`config.mk`:
```
export PLATFORM = sky130hd
export DESIGN_NAME = temp_sensor_average_alarm_top_flat
export DESIGN_NICKNAME = d
export VERILOG_FILES = /design/src/rtl/core/tsaa_pkg.sv /design/src/rtl/core/tsaa_in_if.sv /design/src/rtl/core/tsaa_out_if.sv /design/src/rtl/core/temp_sensor_average_alarm_top.sv /design/src/rtl/core/tsaa_serial_div.sv /design/src/rtl/core/tsaa_serial_mul.sv /design/src/rtl/core/tsaa_convert.sv /design/src/flat_wrapper.sv
export SDC_FILE = /design/constraint.sdc
export NUM_CORES = 2
export LEC_CHECK = 0
export ABC_CLOCK_PERIOD_IN_PS = 7100
export BUFFER_PORTS_ARGS = -buffer_cell sky130_fd_sc_hd__buf_2
export CORE_MARGIN = 1.5
export CORE_UTILIZATION = 35
export CTS_BUF_LIST = sky130_fd_sc_hd__clkbuf_2 sky130_fd_sc_hd__clkbuf_4 sky130_fd_sc_hd__clkbuf_8
export CTS_CLUSTER_DIAMETER = 100
export DETAILED_ROUTE_END_ITERATION = 8
export SYNTH_ARGS = -nofsm -noshare
export SYNTH_HDL_FRONTEND = slang
export SYNTH_HIERARCHICAL = 1
export SYNTH_SLANG_ARGS = --single-unit
```
`constraint.sdc`:
```
create_clock -name clk -period 7.1 [get_ports clk]
set_input_delay 0.71 -clock clk [delete_from_list [all_inputs] [get_ports clk]]
set_output_delay 0.71 -clock clk [all_outputs]
set_load 0.005 [all_outputs]
```
`src/rtl/core/tsaa_pkg.sv`:
```
// Shared types and constants for the temperature sensor average and alarm block.
// Holds field widths, conversion constants, the register map and the result struct.
// No dependencies.
`timescale 1ns / 1ps

package tsaa_pkg;

	// Field widths
	localparam int ADC_W  = 12;
	localparam int TEMP_W = 17;
	localparam int THR_W  = 13;

	// Default run lengths
	localparam int SAMPLES_PER_READING_DEF = 3;
	localparam int READINGS_PER_BLOCK_DEF  = 14;

	// Configuration port
	localparam int PADDR_W   = 3;
	localparam int PDATA_W   = 32;
	localparam int REG_IDX_W = PADDR_W - 2;
	localparam logic [REG_IDX_W-1:0] REG_ALARM_THRESHOLD = 1'b0;
	localparam logic [THR_W-1:0]     THR_RESET           = 13'd3700;

	// Code to millivolts in Q16: m = avg * 3300 * 65536 / 4095 = avg * 14417920 / 273.
	localparam int SCALE_W = 24;
	localparam logic [SCALE_W-1:0] MV_SCALE = 24'd14417920;
	localparam int MV_DIV_W = 9;
	localparam logic [MV_DIV_W-1:0] MV_DIV = 9'd273;
	localparam int MV_W = 28;

	// Square of the millivolt value, Q16
	localparam int SQ_W = 40;
	localparam int SQ_SHIFT = 16;

	// Linear and quadratic coefficients in units of 1e-6 hundredth degC
	localparam int LIN_W = 25;
	localparam logic [LIN_W-1:0] LIN_COEF = 25'd17775010;
	localparam int QUAD_W = 23;
	localparam logic [QUAD_W-1:0] QUAD_COEF = 23'd7857923;
	localparam int QUAD_DIV_W = 14;
	localparam logic [QUAD_DIV_W-1:0] QUAD_DIV = 14'd10000;

	// Accumulator and final scaling: 1e6 * 65536 = 2^22 * 15625
	localparam int ACC_W = 54;
	localparam logic [ACC_W-1:0] ACC_BASE = 54'd20463980000 << 16;
	localparam int UNIT_SHIFT = 22;
	localparam int UNIT_DIV_W = 14;
	localparam logic [UNIT_DIV_W-1:0] UNIT_DIV = 14'd15625;

	// Conversion result handed from the converter to the top level
	typedef struct packed {
		logic                     done;
		logic signed [TEMP_W-1:0] temp;
	} conv_result_t;

endpackage

```
`src/rtl/core/tsaa_in_if.sv`:
```
// Input channel of the temperature block: one ADC code and the clock alarm flag.
// Valid/ready handshake. Depends on tsaa_pkg.
`timescale 1ns / 1ps

interface tsaa_in_if;
	import tsaa_pkg::*;

	logic             valid;
	logic             ready;
	logic [ADC_W-1:0] adc_code;
	logic             clock_alarm_busy;

	modport source(output valid, adc_code, clock_alarm_busy, input ready);
	modport sink(input valid, adc_code, clock_alarm_busy, output ready);

endinterface

```
`src/rtl/core/tsaa_out_if.sv`:
```
// Result channel of the temperature block: reading, block average and alarm level.
// Valid/ready handshake. Depends on tsaa_pkg.
`timescale 1ns / 1ps

interface tsaa_out_if;
	import tsaa_pkg::*;

	logic                     valid;
	logic                     ready;
	logic signed [TEMP_W-1:0] temperature;
	logic                     block_average_valid;
	logic signed [TEMP_W-1:0] block_average;
	logic                     over_threshold_alarm;

	modport source(output valid, temperature, block_average_valid, block_average,
		over_threshold_alarm, input ready);
	modport sink(input valid, temperature, block_average_valid, block_average,
		over_threshold_alarm, output ready);

endinterface

```
`src/rtl/core/temp_sensor_average_alarm_top.sv`:
```
// Top level of the temperature sensor block: sample collection, block average, alarm
// and the configuration port. Depends on tsaa_pkg, tsaa_in_if, tsaa_out_if,
// tsaa_convert and tsaa_serial_div.
`timescale 1ns / 1ps

// Every SAMPLES_PER_READING accepted ADC codes form one reading; the block then emits one
// result with the temperature in 0.01 degC, the block average when the reading closes a
// run of READINGS_PER_BLOCK readings (zero otherwise) and the alarm level. A code that
// does not close a reading is absorbed and produces no result. A code that
// closes a reading starts a chain of bit-serial dividers and multipliers, one bit per
// cycle each, and no further code is accepted until the result is in the output
// register, and when a run completes the serial divide of the block sum comes on top.
// The 63-bit divide by 10000 of the quadratic term is the longest single step. The alarm
// threshold register sits at byte address 0 and resets to 37.00 degC; the alarm level
// holds while clock_alarm_busy is set on the code that closes a reading.
module temp_sensor_average_alarm_top #(
	parameter int SAMPLES_PER_READING = tsaa_pkg::SAMPLES_PER_READING_DEF,
	parameter int READINGS_PER_BLOCK  = tsaa_pkg::READINGS_PER_BLOCK_DEF
) (
	input  logic                           clk,
	input  logic                           arst_n,
	tsaa_in_if.sink                        sample_in,
	tsaa_out_if.source                     result_out,
	input  logic                           psel,
	input  logic                           penable,
	input  logic                           pwrite,
	input  logic [tsaa_pkg::PADDR_W-1:0]   paddr,
	input  logic [tsaa_pkg::PDATA_W-1:0]   pwdata,
	output logic [tsaa_pkg::PDATA_W-1:0]   prdata,
	output logic                           pready
);

	import tsaa_pkg::*;

	localparam int SUM_W = ADC_W + $clog2(SAMPLES_PER_READING);
	localparam int SC_W  = $clog2(SAMPLES_PER_READING + 1);
	localparam int RC_W  = $clog2(READINGS_PER_BLOCK);
	localparam int RS_W  = TEMP_W + $clog2(READINGS_PER_BLOCK);
	localparam int RD_W  = $clog2(READINGS_PER_BLOCK + 1);

	typedef enum logic [1:0] {
		ST_IDLE,
		ST_CONV,
		ST_BLK,
		ST_HOLD
	} state_t;

	state_t state_q;

	logic [THR_W-1:0]          thr_q;
	logic [SC_W-1:0]           sample_count_q;
	logic [SUM_W-1:0]          sample_sum_q;
	logic                      busy_hold_q;
	logic [RC_W-1:0]           reading_count_q;
	logic [RS_W-1:0]           reading_sum_q;
	logic                      alarm_q;
	logic [TEMP_W-1:0]         temp_q;
	logic                      blk_valid_q;
	logic [TEMP_W-1:0]         blk_avg_q;
	logic                      blk_neg_q;
	logic                      out_valid_q;
	logic [TEMP_W-1:0]         out_temp_q;
	logic                      out_blk_valid_q;
	logic [TEMP_W-1:0]         out_blk_avg_q;
	logic                      out_alarm_q;

	conv_result_t      conv_res;
	logic              in_xfer;
	logic              last_sample;
	logic              conv_start;
	logic [SUM_W-1:0]  sum_next;
	logic [RS_W-1:0]   rs_next;
	logic [RS_W-1:0]   rs_mag;
	logic              last_reading;
	logic              blk_start;
	logic              blk_done;
	logic [RS_W-1:0]   blk_quot;
	logic [TEMP_W-1:0] blk_q17;
	logic              temp_ge;
	logic              out_load;
	logic              thr_write;

	assign sample_in.ready = (state_q == ST_IDLE);
	assign in_xfer         = sample_in.valid && sample_in.ready;
	assign sum_next        = sample_sum_q + SUM_W'(sample_in.adc_code);
	assign last_sample     = (sample_count_q == SC_W'(SAMPLES_PER_READING - 1));
	assign conv_start      = in_xfer && last_sample;

	assign rs_next = reading_sum_q
		+ {{(RS_W - TEMP_W){conv_res.temp[TEMP_W-1]}}, conv_res.temp};
	assign rs_mag       = rs_next[RS_W-1] ? (~rs_next + 1'b1) : rs_next;
	assign last_reading = (reading_count_q == RC_W'(READINGS_PER_BLOCK - 1));
	assign blk_start    = (state_q == ST_CONV) && conv_res.done && last_reading;
	assign blk_q17      = blk_quot[TEMP_W-1:0];

	// Signed reading against the unsigned threshold, both widened to TEMP_W + 1 bits.
	assign temp_ge = $signed({conv_res.temp[TEMP_W-1], conv_res.temp})
		>= $signed({{(TEMP_W + 1 - THR_W){1'b0}}, thr_q});

	assign out_load  = (state_q == ST_HOLD) && (!out_valid_q || result_out.ready);
	assign thr_write = psel && penable && pwrite
		&& (paddr[PADDR_W-1:2] == REG_ALARM_THRESHOLD);

	assign pready = 1'b1;
	assign prdata = (paddr[PADDR_W-1:2] == REG_ALARM_THRESHOLD)
		? {{(PDATA_W - THR_W){1'b0}}, thr_q} : '0;

	tsaa_convert #(.SAMPLES_PER_READING(SAMPLES_PER_READING)) u_convert (
		.clk       (clk),
		.arst_n    (arst_n),
		.start     (conv_start),
		.sample_sum(sum_next),
		.result    (conv_res)
	);

	// Block mean: magnitude of the run sum over the run length, sign restored afterwards.
	tsaa_serial_div #(.NUM_W(RS_W), .DEN_W(RD_W)) u_blkdiv (
		.clk   (clk),
		.arst_n(arst_n),
		.start (blk_start),
		.num   (rs_mag),
		.den   (RD_W'(READINGS_PER_BLOCK)),
		.done  (blk_done),
		.quot  (blk_quot)
	);

	always_ff @(posedge clk or negedge arst_n) begin
		if (!arst_n) begin
			state_q         <= ST_IDLE;
			thr_q           <= THR_RESET;
			sample_count_q  <= '0;
			sample_sum_q    <= '0;
			busy_hold_q     <= 1'b0;
			reading_count_q <= '0;
			reading_sum_q   <= '0;
			alarm_q         <= 1'b0;
			temp_q          <= '0;
			blk_valid_q     <= 1'b0;
			blk_avg_q       <= '0;
			blk_neg_q       <= 1'b0;
			out_valid_q     <= 1'b0;
			out_temp_q      <= '0;
			out_blk_valid_q <= 1'b0;
			out_blk_avg_q   <= '0;
			out_alarm_q     <= 1'b0;
		end else begin
			if (thr_write) thr_q <= pwdata[THR_W-1:0];

			if (result_out.valid && result_out.ready && !out_load) out_valid_q <= 1'b0;

			unique case (state_q)
				ST_IDLE: begin
					if (in_xfer) begin
						if (last_sample) begin
							sample_count_q <= '0;
							sample_sum_q   <= '0;
							busy_hold_q    <= sample_in.clock_alarm_busy;
							state_q        <= ST_CONV;
						end else begin
							sample_count_q <= sample_count_q + 1'b1;
							sample_sum_q   <= sum_next;
						end
					end
				end
				ST_CONV: begin
					if (conv_res.done) begin
						temp_q <= conv_res.temp;
						if (!busy_hold_q) alarm_q <= temp_ge;
						if (last_reading) begin
							reading_count_q <= '0;
							reading_sum_q   <= '0;
							blk_neg_q       <= rs_next[RS_W-1];
							state_q         <= ST_BLK;
						end else begin
							reading_count_q <= reading_count_q + 1'b1;
							reading_sum_q   <= rs_next;
							blk_valid_q     <= 1'b0;
							blk_avg_q       <= '0;
							state_q         <= ST_HOLD;
						end
					end
				end
				ST_BLK: begin
					if (blk_done) begin
						blk_avg_q   <= blk_neg_q ? (~blk_q17 + 1'b1) : blk_q17;
						blk_valid_q <= 1'b1;
						state_q     <= ST_HOLD;
					end
				end
				ST_HOLD: begin
					// Wait here until the previous result has been transferred.
					if (out_load) begin
						out_valid_q     <= 1'b1;
						out_temp_q      <= temp_q;
						out_blk_valid_q <= blk_valid_q;
						out_blk_avg_q   <= blk_avg_q;
						out_alarm_q     <= alarm_q;
						state_q         <= ST_IDLE;
					end
				end
				default: state_q <= ST_IDLE;
			endcase
		end
	end

	assign result_out.valid                = out_valid_q;
	assign result_out.temperature          = out_temp_q;
	assign result_out.block_average_valid  = out_blk_valid_q;
	assign result_out.block_average        = out_blk_avg_q;
	assign result_out.over_threshold_alarm = out_alarm_q;

endmodule

```
`src/rtl/core/tsaa_serial_div.sv`:
```
// Bit-serial restoring divider, one quotient bit per cycle, unsigned operands.
// Generic over numerator and denominator widths; no package dependency.
`timescale 1ns / 1ps

module tsaa_serial_div #(
	parameter int NUM_W = 16,
	parameter int DEN_W = 8
) (
	input  logic             clk,
	input  logic             arst_n,
	input  logic             start,
	input  logic [NUM_W-1:0] num,
	input  logic [DEN_W-1:0] den,
	output logic             done,
	output logic [NUM_W-1:0] quot
);

	localparam int CNT_W = $clog2(NUM_W + 1);

	logic             run_q;
	logic             done_q;
	logic [CNT_W-1:0] cnt_q;
	logic [NUM_W-1:0] shift_q;
	logic [DEN_W-1:0] rem_q;
	logic [DEN_W-1:0] den_q;

	logic [DEN_W:0] trial;
	logic [DEN_W:0] diff;
	logic           fits;

	// The numerator shifts out from the top while quotient bits shift in below.
	assign trial = {rem_q, shift_q[NUM_W-1]};
	assign diff  = trial - {1'b0, den_q};
	assign fits  = trial >= {1'b0, den_q};

	always_ff @(posedge clk or negedge arst_n) begin
		if (!arst_n) begin
			run_q  <= 1'b0;
			done_q <= 1'b0;
			cnt_q  <= '0;
		end else begin
			done_q <= !start && run_q && (cnt_q == CNT_W'(1));
			if (start) begin
				run_q <= 1'b1;
				cnt_q <= CNT_W'(NUM_W);
			end else if (run_q) begin
				cnt_q <= cnt_q - 1'b1;
				if (cnt_q == CNT_W'(1)) begin
					run_q <= 1'b0;
				end
			end
		end
	end

	always_ff @(posedge clk) begin
		if (start) begin
			shift_q <= num;
			rem_q   <= '0;
			den_q   <= den;
		end else if (run_q) begin
			shift_q <= {shift_q[NUM_W-2:0], fits};
			rem_q   <= fits ? diff[DEN_W-1:0] : trial[DEN_W-1:0];
		end
	end

	assign done = done_q;
	assign quot = shift_q;

endmodule

```
`src/rtl/core/tsaa_serial_mul.sv`:
```
// Bit-serial shift-add multiplier, one bit of operand b per cycle, unsigned.
// Generic over operand widths; no package dependency.
`timescale 1ns / 1ps

module tsaa_serial_mul #(
	parameter int A_W = 16,
	parameter int B_W = 16
) (
	input  logic                 clk,
	input  logic                 arst_n,
	input  logic                 start,
	input  logic [A_W-1:0]       a,
	input  logic [B_W-1:0]       b,
	output logic                 done,
	output logic [A_W+B_W-1:0]   prod
);

	localparam int CNT_W = $clog2(B_W + 1);

	logic             run_q;
	logic             done_q;
	logic [CNT_W-1:0] cnt_q;
	logic [A_W-1:0]   a_q;
	logic [A_W-1:0]   hi_q;
	logic [B_W-1:0]   lo_q;

	logic [A_W:0] partial;

	// The low half starts as operand b and fills with product bits from the top.
	assign partial = {1'b0, hi_q} + (lo_q[0] ? {1'b0, a_q} : '0);

	always_ff @(posedge clk or negedge arst_n) begin
		if (!arst_n) begin
			run_q  <= 1'b0;
			done_q <= 1'b0;
			cnt_q  <= '0;
		end else begin
			done_q <= !start && run_q && (cnt_q == CNT_W'(1));
			if (start) begin
				run_q <= 1'b1;
				cnt_q <= CNT_W'(B_W);
			end else if (run_q) begin
				cnt_q <= cnt_q - 1'b1;
				if (cnt_q == CNT_W'(1)) begin
					run_q <= 1'b0;
				end
			end
		end
	end

	always_ff @(posedge clk) begin
		if (start) begin
			a_q  <= a;
			hi_q <= '0;
			lo_q <= b;
		end else if (run_q) begin
			hi_q <= partial[A_W:1];
			lo_q <= {partial[0], lo_q[B_W-1:1]};
		end
	end

	assign done = done_q;
	assign prod = {hi_q, lo_q};

endmodule

```
`src/rtl/core/tsaa_convert.sv`:
```
// Sequencer that turns a sum of ADC codes into one temperature reading in 0.01 degC.
// Chains bit-serial dividers and multipliers; depends on tsaa_pkg, tsaa_serial_div
// and tsaa_serial_mul.
`timescale 1ns / 1ps

module tsaa_convert #(
	parameter int SAMPLES_PER_READING = tsaa_pkg::SAMPLES_PER_READING_DEF
) (
	input  logic                        clk,
	input  logic                        arst_n,
	input  logic                        start,
	input  logic [tsaa_pkg::ADC_W+$clog2(SAMPLES_PER_READING)-1:0] sample_sum,
	output tsaa_pkg::conv_result_t      result
);

	import tsaa_pkg::*;

	localparam int SUM_W      = ADC_W + $clog2(SAMPLES_PER_READING);
	localparam int CNT_DEN_W  = $clog2(SAMPLES_PER_READING + 1);
	localparam int SCALED_W   = SCALE_W + ADC_W;
	localparam int LINP_W     = LIN_W + MV_W;
	localparam int QUADP_W    = SQ_W + QUAD_W;
	localparam int UNIT_NUM_W = ACC_W - UNIT_SHIFT;

	typedef enum logic [3:0] {
		S_IDLE,
		S_DIVN,
		S_SCALE,
		S_MVDIV,
		S_SQLIN,
		S_QUAD,
		S_QDIV,
		S_ABS,
		S_UNIT
	} state_t;

	state_t state_q;
	logic                     done_q;
	logic signed [TEMP_W-1:0] temp_q;
	logic [ACC_W-1:0]         acc_q;
	logic                     neg_q;

	logic                  divn_done;
	logic [SUM_W-1:0]      divn_quot;
	logic                  scale_start;
	logic                  scale_done;
	logic [SCALED_W-1:0]   scale_prod;
	logic                  mvdiv_start;
	logic                  mvdiv_done;
	logic [SCALED_W-1:0]   mvdiv_quot;
	logic                  sqlin_start;
	logic                  sq_done;
	logic [2*MV_W-1:0]     sq_prod;
	logic                  lin_done;
	logic [LINP_W-1:0]     lin_prod;
	logic                  quad_start;
	logic                  quad_done;
	logic [QUADP_W-1:0]    quad_prod;
	logic                  qdiv_start;
	logic                  qdiv_done;
	logic [QUADP_W-1:0]    qdiv_quot;
	logic                  unit_start;
	logic                  unit_done;
	logic [UNIT_NUM_W-1:0] unit_quot;

	logic [MV_W-1:0]   mv;
	logic [SQ_W-1:0]   mv_sq;
	logic [ACC_W-1:0]  acc_mag;
	logic [TEMP_W-1:0] unit_q17;

	assign mv       = mvdiv_quot[MV_W-1:0];
	assign mv_sq    = sq_prod[2*MV_W-1:SQ_SHIFT];
	assign acc_mag  = acc_q[ACC_W-1] ? (~acc_q + 1'b1) : acc_q;
	assign unit_q17 = unit_quot[TEMP_W-1:0];

	always_comb begin
		scale_start = (state_q == S_DIVN) && divn_done;
		mvdiv_start = (state_q == S_SCALE) && scale_done;
		sqlin_start = (state_q == S_MVDIV) && mvdiv_done;
		quad_start  = (state_q == S_SQLIN) && sq_done && lin_done;
		qdiv_start  = (state_q == S_QUAD) && quad_done;
		unit_start  = (state_q == S_ABS);
	end

	// Mean of the collected codes
	tsaa_serial_div #(.NUM_W(SUM_W), .DEN_W(CNT_DEN_W)) u_divn (
		.clk   (clk),
		.arst_n(arst_n),
		.start (start),
		.num   (sample_sum),
		.den   (CNT_DEN_W'(SAMPLES_PER_READING)),
		.done  (divn_done),
		.quot  (divn_quot)
	);

	tsaa_serial_mul #(.A_W(SCALE_W), .B_W(ADC_W)) u_scale (
		.clk   (clk),
		.arst_n(arst_n),
		.start (scale_start),
		.a     (MV_SCALE),
		.b     (divn_quot[ADC_W-1:0]),
		.done  (scale_done),
		.prod  (scale_prod)
	);

	tsaa_serial_div #(.NUM_W(SCALED_W), .DEN_W(MV_DIV_W)) u_mvdiv (
		.clk   (clk),
		.arst_n(arst_n),
		.start (mvdiv_start),
		.num   (scale_prod),
		.den   (MV_DIV),
		.done  (mvdiv_done),
		.quot  (mvdiv_quot)
	);

	// Square and linear term run side by side over the same number of cycles.
	tsaa_serial_mul #(.A_W(MV_W), .B_W(MV_W)) u_sq (
		.clk   (clk),
		.arst_n(arst_n),
		.start (sqlin_start),
		.a     (mv),
		.b     (mv),
		.done  (sq_done),
		.prod  (sq_prod)
	);

	tsaa_serial_mul #(.A_W(LIN_W), .B_W(MV_W)) u_lin (
		.clk   (clk),
		.arst_n(arst_n),
		.start (sqlin_start),
		.a     (LIN_COEF),
		.b     (mv),
		.done  (lin_done),
		.prod  (lin_prod)
	);

	tsaa_serial_mul #(.A_W(SQ_W), .B_W(QUAD_W)) u_quad (
		.clk   (clk),
		.arst_n(arst_n),
		.start (quad_start),
		.a     (mv_sq),
		.b     (QUAD_COEF),
		.done  (quad_done),
		.prod  (quad_prod)
	);

	tsaa_serial_div #(.NUM_W(QUADP_W), .DEN_W(QUAD_DIV_W)) u_qdiv (
		.clk   (clk),
		.arst_n(arst_n),
		.start (qdiv_start),
		.num   (quad_prod),
		.den   (QUAD_DIV),
		.done  (qdiv_done),
		.quot  (qdiv_quot)
	);

	// Division by 2^22 is the part-select; the rest is a serial divide by 15625.
	tsaa_serial_div #(.NUM_W(UNIT_NUM_W), .DEN_W(UNIT_DIV_W)) u_unit (
		.clk   (clk),
		.arst_n(arst_n),
		.start (unit_start),
		.num   (acc_mag[ACC_W-1:UNIT_SHIFT]),
		.den   (UNIT_DIV),
		.done  (unit_done),
		.quot  (unit_quot)
	);

	always_ff @(posedge clk or negedge arst_n) begin
		if (!arst_n) begin
			state_q <= S_IDLE;
			done_q  <= 1'b0;
			temp_q  <= '0;
			acc_q   <= '0;
			neg_q   <= 1'b0;
		end else begin
			done_q <= (state_q == S_UNIT) && unit_done;
			unique case (state_q)
				S_IDLE: begin
					if (start) state_q <= S_DIVN;
				end
				S_DIVN: begin
					if (divn_done) state_q <= S_SCALE;
				end
				S_SCALE: begin
					if (scale_done) state_q <= S_MVDIV;
				end
				S_MVDIV: begin
					if (mvdiv_done) state_q <= S_SQLIN;
				end
				S_SQLIN: begin
					if (sq_done && lin_done) begin
						acc_q   <= ACC_BASE - ACC_W'(lin_prod);
						state_q <= S_QUAD;
					end
				end
				S_QUAD: begin
					if (quad_done) state_q <= S_QDIV;
				end
				S_QDIV: begin
					if (qdiv_done) begin
						acc_q   <= acc_q - qdiv_quot[ACC_W-1:0];
						state_q <= S_ABS;
					end
				end
				S_ABS: begin
					neg_q   <= acc_q[ACC_W-1];
					state_q <= S_UNIT;
				end
				S_UNIT: begin
					if (unit_done) begin
						// Truncation toward zero: divide the magnitude, then restore the sign.
						temp_q  <= neg_q ? (~unit_q17 + 1'b1) : unit_q17;
						state_q <= S_IDLE;
					end
				end
				default: state_q <= S_IDLE;
			endcase
		end
	end

	assign result.done = done_q;
	assign result.temp = temp_q;

endmodule

```
`src/flat_wrapper.sv`:
```
// flat-port wrapper written by rule: the top's interface ports become plain ports
module temp_sensor_average_alarm_top_flat import tsaa_pkg::*;
#(
	parameter int SAMPLES_PER_READING = tsaa_pkg::SAMPLES_PER_READING_DEF,
	parameter int READINGS_PER_BLOCK  = tsaa_pkg::READINGS_PER_BLOCK_DEF
)
  (clk, arst_n, psel, penable, pwrite, paddr, pwdata, prdata, pready, sample_in_valid, sample_in_adc_code, sample_in_clock_alarm_busy, sample_in_ready, result_out_valid, result_out_temperature, result_out_block_average_valid, result_out_block_average, result_out_over_threshold_alarm, result_out_ready);
  tsaa_in_if sample_in_i ();
  tsaa_out_if result_out_i ();
  input  logic clk;
  input  logic arst_n;
  input  logic psel;
  input  logic penable;
  input  logic pwrite;
  input  logic [tsaa_pkg::PADDR_W-1:0] paddr;
  input  logic [tsaa_pkg::PDATA_W-1:0] pwdata;
  output logic [tsaa_pkg::PDATA_W-1:0] prdata;
  output logic pready;
  input wire logic [$bits(sample_in_i.valid)-1:0] sample_in_valid;
  input wire logic [$bits(sample_in_i.adc_code)-1:0] sample_in_adc_code;
  input wire logic [$bits(sample_in_i.clock_alarm_busy)-1:0] sample_in_clock_alarm_busy;
  output wire logic [$bits(sample_in_i.ready)-1:0] sample_in_ready;
  output wire logic [$bits(result_out_i.valid)-1:0] result_out_valid;
  output wire logic [$bits(result_out_i.temperature)-1:0] result_out_temperature;
  output wire logic [$bits(result_out_i.block_average_valid)-1:0] result_out_block_average_valid;
  output wire logic [$bits(result_out_i.block_average)-1:0] result_out_block_average;
  output wire logic [$bits(result_out_i.over_threshold_alarm)-1:0] result_out_over_threshold_alarm;
  input wire logic [$bits(result_out_i.ready)-1:0] result_out_ready;
  assign sample_in_i.valid = sample_in_valid;
  assign sample_in_i.adc_code = sample_in_adc_code;
  assign sample_in_i.clock_alarm_busy = sample_in_clock_alarm_busy;
  assign sample_in_ready = sample_in_i.ready;
  assign result_out_valid = result_out_i.valid;
  assign result_out_temperature = result_out_i.temperature;
  assign result_out_block_average_valid = result_out_i.block_average_valid;
  assign result_out_block_average = result_out_i.block_average;
  assign result_out_over_threshold_alarm = result_out_i.over_threshold_alarm;
  assign result_out_i.ready = result_out_ready;
  temp_sensor_average_alarm_top #(.SAMPLES_PER_READING(SAMPLES_PER_READING), .READINGS_PER_BLOCK(READINGS_PER_BLOCK)) u_core (.clk(clk), .arst_n(arst_n), .sample_in(sample_in_i), .result_out(result_out_i), .psel(psel), .penable(penable), .pwrite(pwrite), .paddr(paddr), .pwdata(pwdata), .prdata(prdata), .pready(pready));
endmodule
```
==> flow_metrics.env <==
export IMPL_synth_seq_cells=849
export IMPL_endpoint_kind="flip-flop"
export IMPL_max_vdd_ir_drop_uv=174
export IMPL_drv_cap=0
export IMPL_cts_sinks=849
export IMPL_syn_inst=5006
export IMPL_clockRootBuffer="clkbuf_8"
export IMPL_cp_common_cell="or4_4"
export IMPL_start_util=0.353
export IMPL_hold_path_class="in -> reg"
export IMPL_power_density_mw_per_mm2=184
export IMPL_die_y_um=384
export IMPL_yosys_top_cells_area="edfxtp_1 (25%), dfrtp_1 (13%), ha_1 (7.1%)"
export IMPL_clk_pin_slew_ns=0.07
export IMPL_core_area_sq_mm=0.144
export IMPL_viasPerCell=5.21
export IMPL_wl_per_cell_um=17.2
export IMPL_drc=32
export IMPL_drt_first_pass_iters=9
export IMPL_fin_nets=5533
export IMPL_cts_tree="yes"
export IMPL_synthesis_area_sq_mm=0.0508
export IMPL_die_w_um=384
export IMPL_cp_max_fo=7
export IMPL_yosys_warnings=6
export IMPL_insertion_delay_ns=0.87
export IMPL_cp_start_kind="flip-flop"
export IMPL_fp_dieArea_sq_mm=0.147
export IMPL_yosysTopAreaCellShare=0.247
export IMPL_synth_flop_cell="edfxtp_1"
export IMPL_p_sw_w=0.00234
export IMPL_rows=139
export IMPL_cts_htree_levels=4
export IMPL_yosysTopAreaCell="edfxtp_1"
export IMPL_status="finished with violations"
export IMPL_pwr_share_seq=0.492
export IMPL_skew_ns=0.0487
export IMPL_drtAntennaViolNets=0
export IMPL_critPathKind="reg -> reg"
export IMPL_cts_buffer_depth=3
export IMPL_arrival_ns=5.12
export IMPL_post_route_period_util=0.634
export IMPL_violations="DRC"
export IMPL_crit_required_ns=7.72
export IMPL_clock_power_share=0.494
export IMPL_yosysUniqueCellTypes=129
export IMPL_drt_initial_drc_count=2533
export IMPL_portBuffers=84
export IMPL_intPower_w=0.00814
export IMPL_grt_setup_unrepaired="no"
export IMPL_maxSlewHeadroom=0.157
export IMPL_utilization=0.396
export IMPL_finalHoldViolCount=0
export IMPL_synthArstFlopShare=0.320
export IMPL_layout_commonest_cell="nand2_1"
export IMPL_grt_pass1_vias=36600
export IMPL_area_growth_pct=12.1
export IMPL_max_stage_delay_ns=0.55
export IMPL_grt_usage=0.167
export IMPL_gp_congestion=0.908
export IMPL_tightestPinTransition_ns=1.26
export IMPL_layout_common_cells="nand2_1 (473), edfxtp_1 (417), nor2_1 (349)"
export IMPL_leakage_nw=23.3
export IMPL_setup_viol=0
export IMPL_slew_viol_final=0
export IMPL_crit_buf_inv=0
export IMPL_path_delay_family="simple AND/OR/NAND/NOR gates"
export IMPL_swShare=0.224
export IMPL_grt_pass1_wl_mm=200
export IMPL_cts_buffers_inserted=155
export IMPL_wl_mm=125
export IMPL_grt_overflow_total=0
export IMPL_period_needed_ns=4.50
export IMPL_pwr_share_comb=0.014
export IMPL_worst_path_max_delay_cell="or4_4"
export IMPL_synth_edf_count=417
export IMPL_max_freq_mhz=222
export IMPL_hpwlAfterDp_mm=89.3
export IMPL_finalSetupTns_ns=0
export IMPL_grt_max_degree=139
export IMPL_layout_drive_gt1_share=0.156
export IMPL_avgSynthCellArea_sq_um=10.1
export IMPL_crit_chain="nor4_1 > and4_1 > or4b_4 > or4_4 > or4b_4 > or4_4 > or4_4 > nand2_1 > xnor2_1 > mux2_2"
export IMPL_ios=126
export IMPL_vias=37600
export IMPL_antenna_found_initial=4
export IMPL_ys_seq_area_frac=0.444
==> cell families (layout without fill, tap and decap cells) <==
group	count (synthesis)	count (layout)	synth area share
AOI/OAI and AO/OA	1206	1206	0.162
xor gates and xnor gates	324	324	0.0559
adders and majority gates	298	298	0.0751
buffers and inverters	465	643	0.0384
DFF	849	849	0.444
muxes	360	360	0.0787
other	4	139	0.000296
and+or+nand+nor	1500	1500	0.146
==> stage by stage <==
stage	setup slack (ns)	hold slack, ns	cell area, sq um	cells	power, W
3_3_place_gp	2.61	0.434	53200	6911	0.00540
4_1_cts	2.60	0.0647	56900	7218	0.0107
2_1_floorplan	2.19	0.414	51300	5137	0.00532
6_report	2.60	0.177	56900	7222	0.0105
5_1_grt	2.33	0.108	56900	7221	0.0109
3_5_place_dp	2.59	0.433	53200	6911	0.00540
==> layout make-up <==
type / instances / area, sq um
Antenna cell: 4 / 10.0
Tap cell: 1903 / 2380
Clock inverter: 67 / 681
Timing Repair Buffer: 127 / 803
Multi-Input combinational cell: 3823 / 26800
Inverter: 224 / 842
Clock buffer: 225 / 2820
Fill cell: 14100 / 86900
Sequential cell: 849 / 22500
==> cells in the mapped netlist, types with 46 or more instances <==
library cell and count:
nand2b_1 54, dfxtp_1 160, inv_1 221, xnor2_1 189, nor2_1 355, clkbuf_1 162
ha_1 287, mux2_2 308, nand2_1 475, edfxtp_1 417, mux2i_1 49, o21ai_0 268
nand4_1 61, dfrtp_1 265, nor3_1 64, and2_1 132, a211oi_1 56, and3_1 46
a21oi_1 289, a21o_1 99, nand3_1 85, xor2_1 135
==> registers in the layout, indices dropped and copies added (netlist names), 25 cells and up <==
register / cells
u_core/u_convert/u_sq/lo_q: 28
u_core/u_convert/u_lin/a_q: 25
u_core/u_convert/u_sq/hi_q: 28
u_core/u_convert/acc_q: 54
u_core/u_convert/u_qdiv/quot: 63
u_core/u_convert/u_lin/hi_q: 25
u_core/u_convert/u_mvdiv/quot: 36
u_core/u_convert/u_sq/a_q: 28
u_core/u_convert/u_quad/hi_q: 40
u_core/u_convert/u_quad/a_q: 40
u_core/u_convert/u_unit/quot: 32
u_core/u_convert/u_lin/lo_q: 28
==> final timing paths <==
| path | cells past startpoint | slack (ns) | to | start |
|---|---|---|---|---|
| max reg2reg | 10 | 2.60 | u_core/u_convert/u_unit/quot[30]$_DFFE_PP_ | u_core/u_convert/acc_q[21]$_DFFE_PN0P_ |
| max | 10 | 2.60 | u_core/u_convert/u_unit/quot[30]$_DFFE_PP_ | u_core/u_convert/acc_q[21]$_DFFE_PN0P_ |
| max in group asynchronous | 3 | 5.35 | u_core/u_convert/acc_q[4]$_DFFE_PN0P_ | arst_n |
| min in group asynchronous | 2 | 0.39 | u_core/result_out.block_average[12]$_DFFE_PN0P_ | arst_n |
| min | 2 | 0.18 | u_core/sample_sum_q[9]$_DFFE_PN0P_ | sample_in_valid |
| min reg2reg | 0 | 0.45 | u_core/u_convert/u_quad/a_q[8]$_DFFE_PP_ | u_core/u_convert/u_sq/lo_q[24]$_DFFE_PP_ |
==> power groups by stage <==
| stage | clock (W) | combinational (W) | sequential (W) |
|---|---|---|---|
| after floorplan | 0 | 0.0000716 | 0.00525 |
| after global placement | 0 | 0.000142 | 0.00526 |
| after detailed placement | 0 | 0.000144 | 0.00526 |
| after CTS | 0.00536 | 0.000151 | 0.00516 |
| after global routing | 0.00557 | 0.000169 | 0.00516 |
| final | 0.00518 | 0.000145 | 0.00516 |
==> timing repair <==
item,CTS,global route
resized for setup,0,0
setup buffers,0,0
hold buffers,15,0
endpoints found under the setup margin,0,0
hold endpoints to repair,83,0
==> per-layer routing <==
metal  share of wire  track usage  vias to the layer above
met5               0            0                        -
met4           0.024       0.0526                        0
met3           0.042       0.0271                      193
met2            0.47        0.274                      754
met1            0.47        0.225                    18100
li1                -            -                    18600
Power figures use the tool's default switching activity.
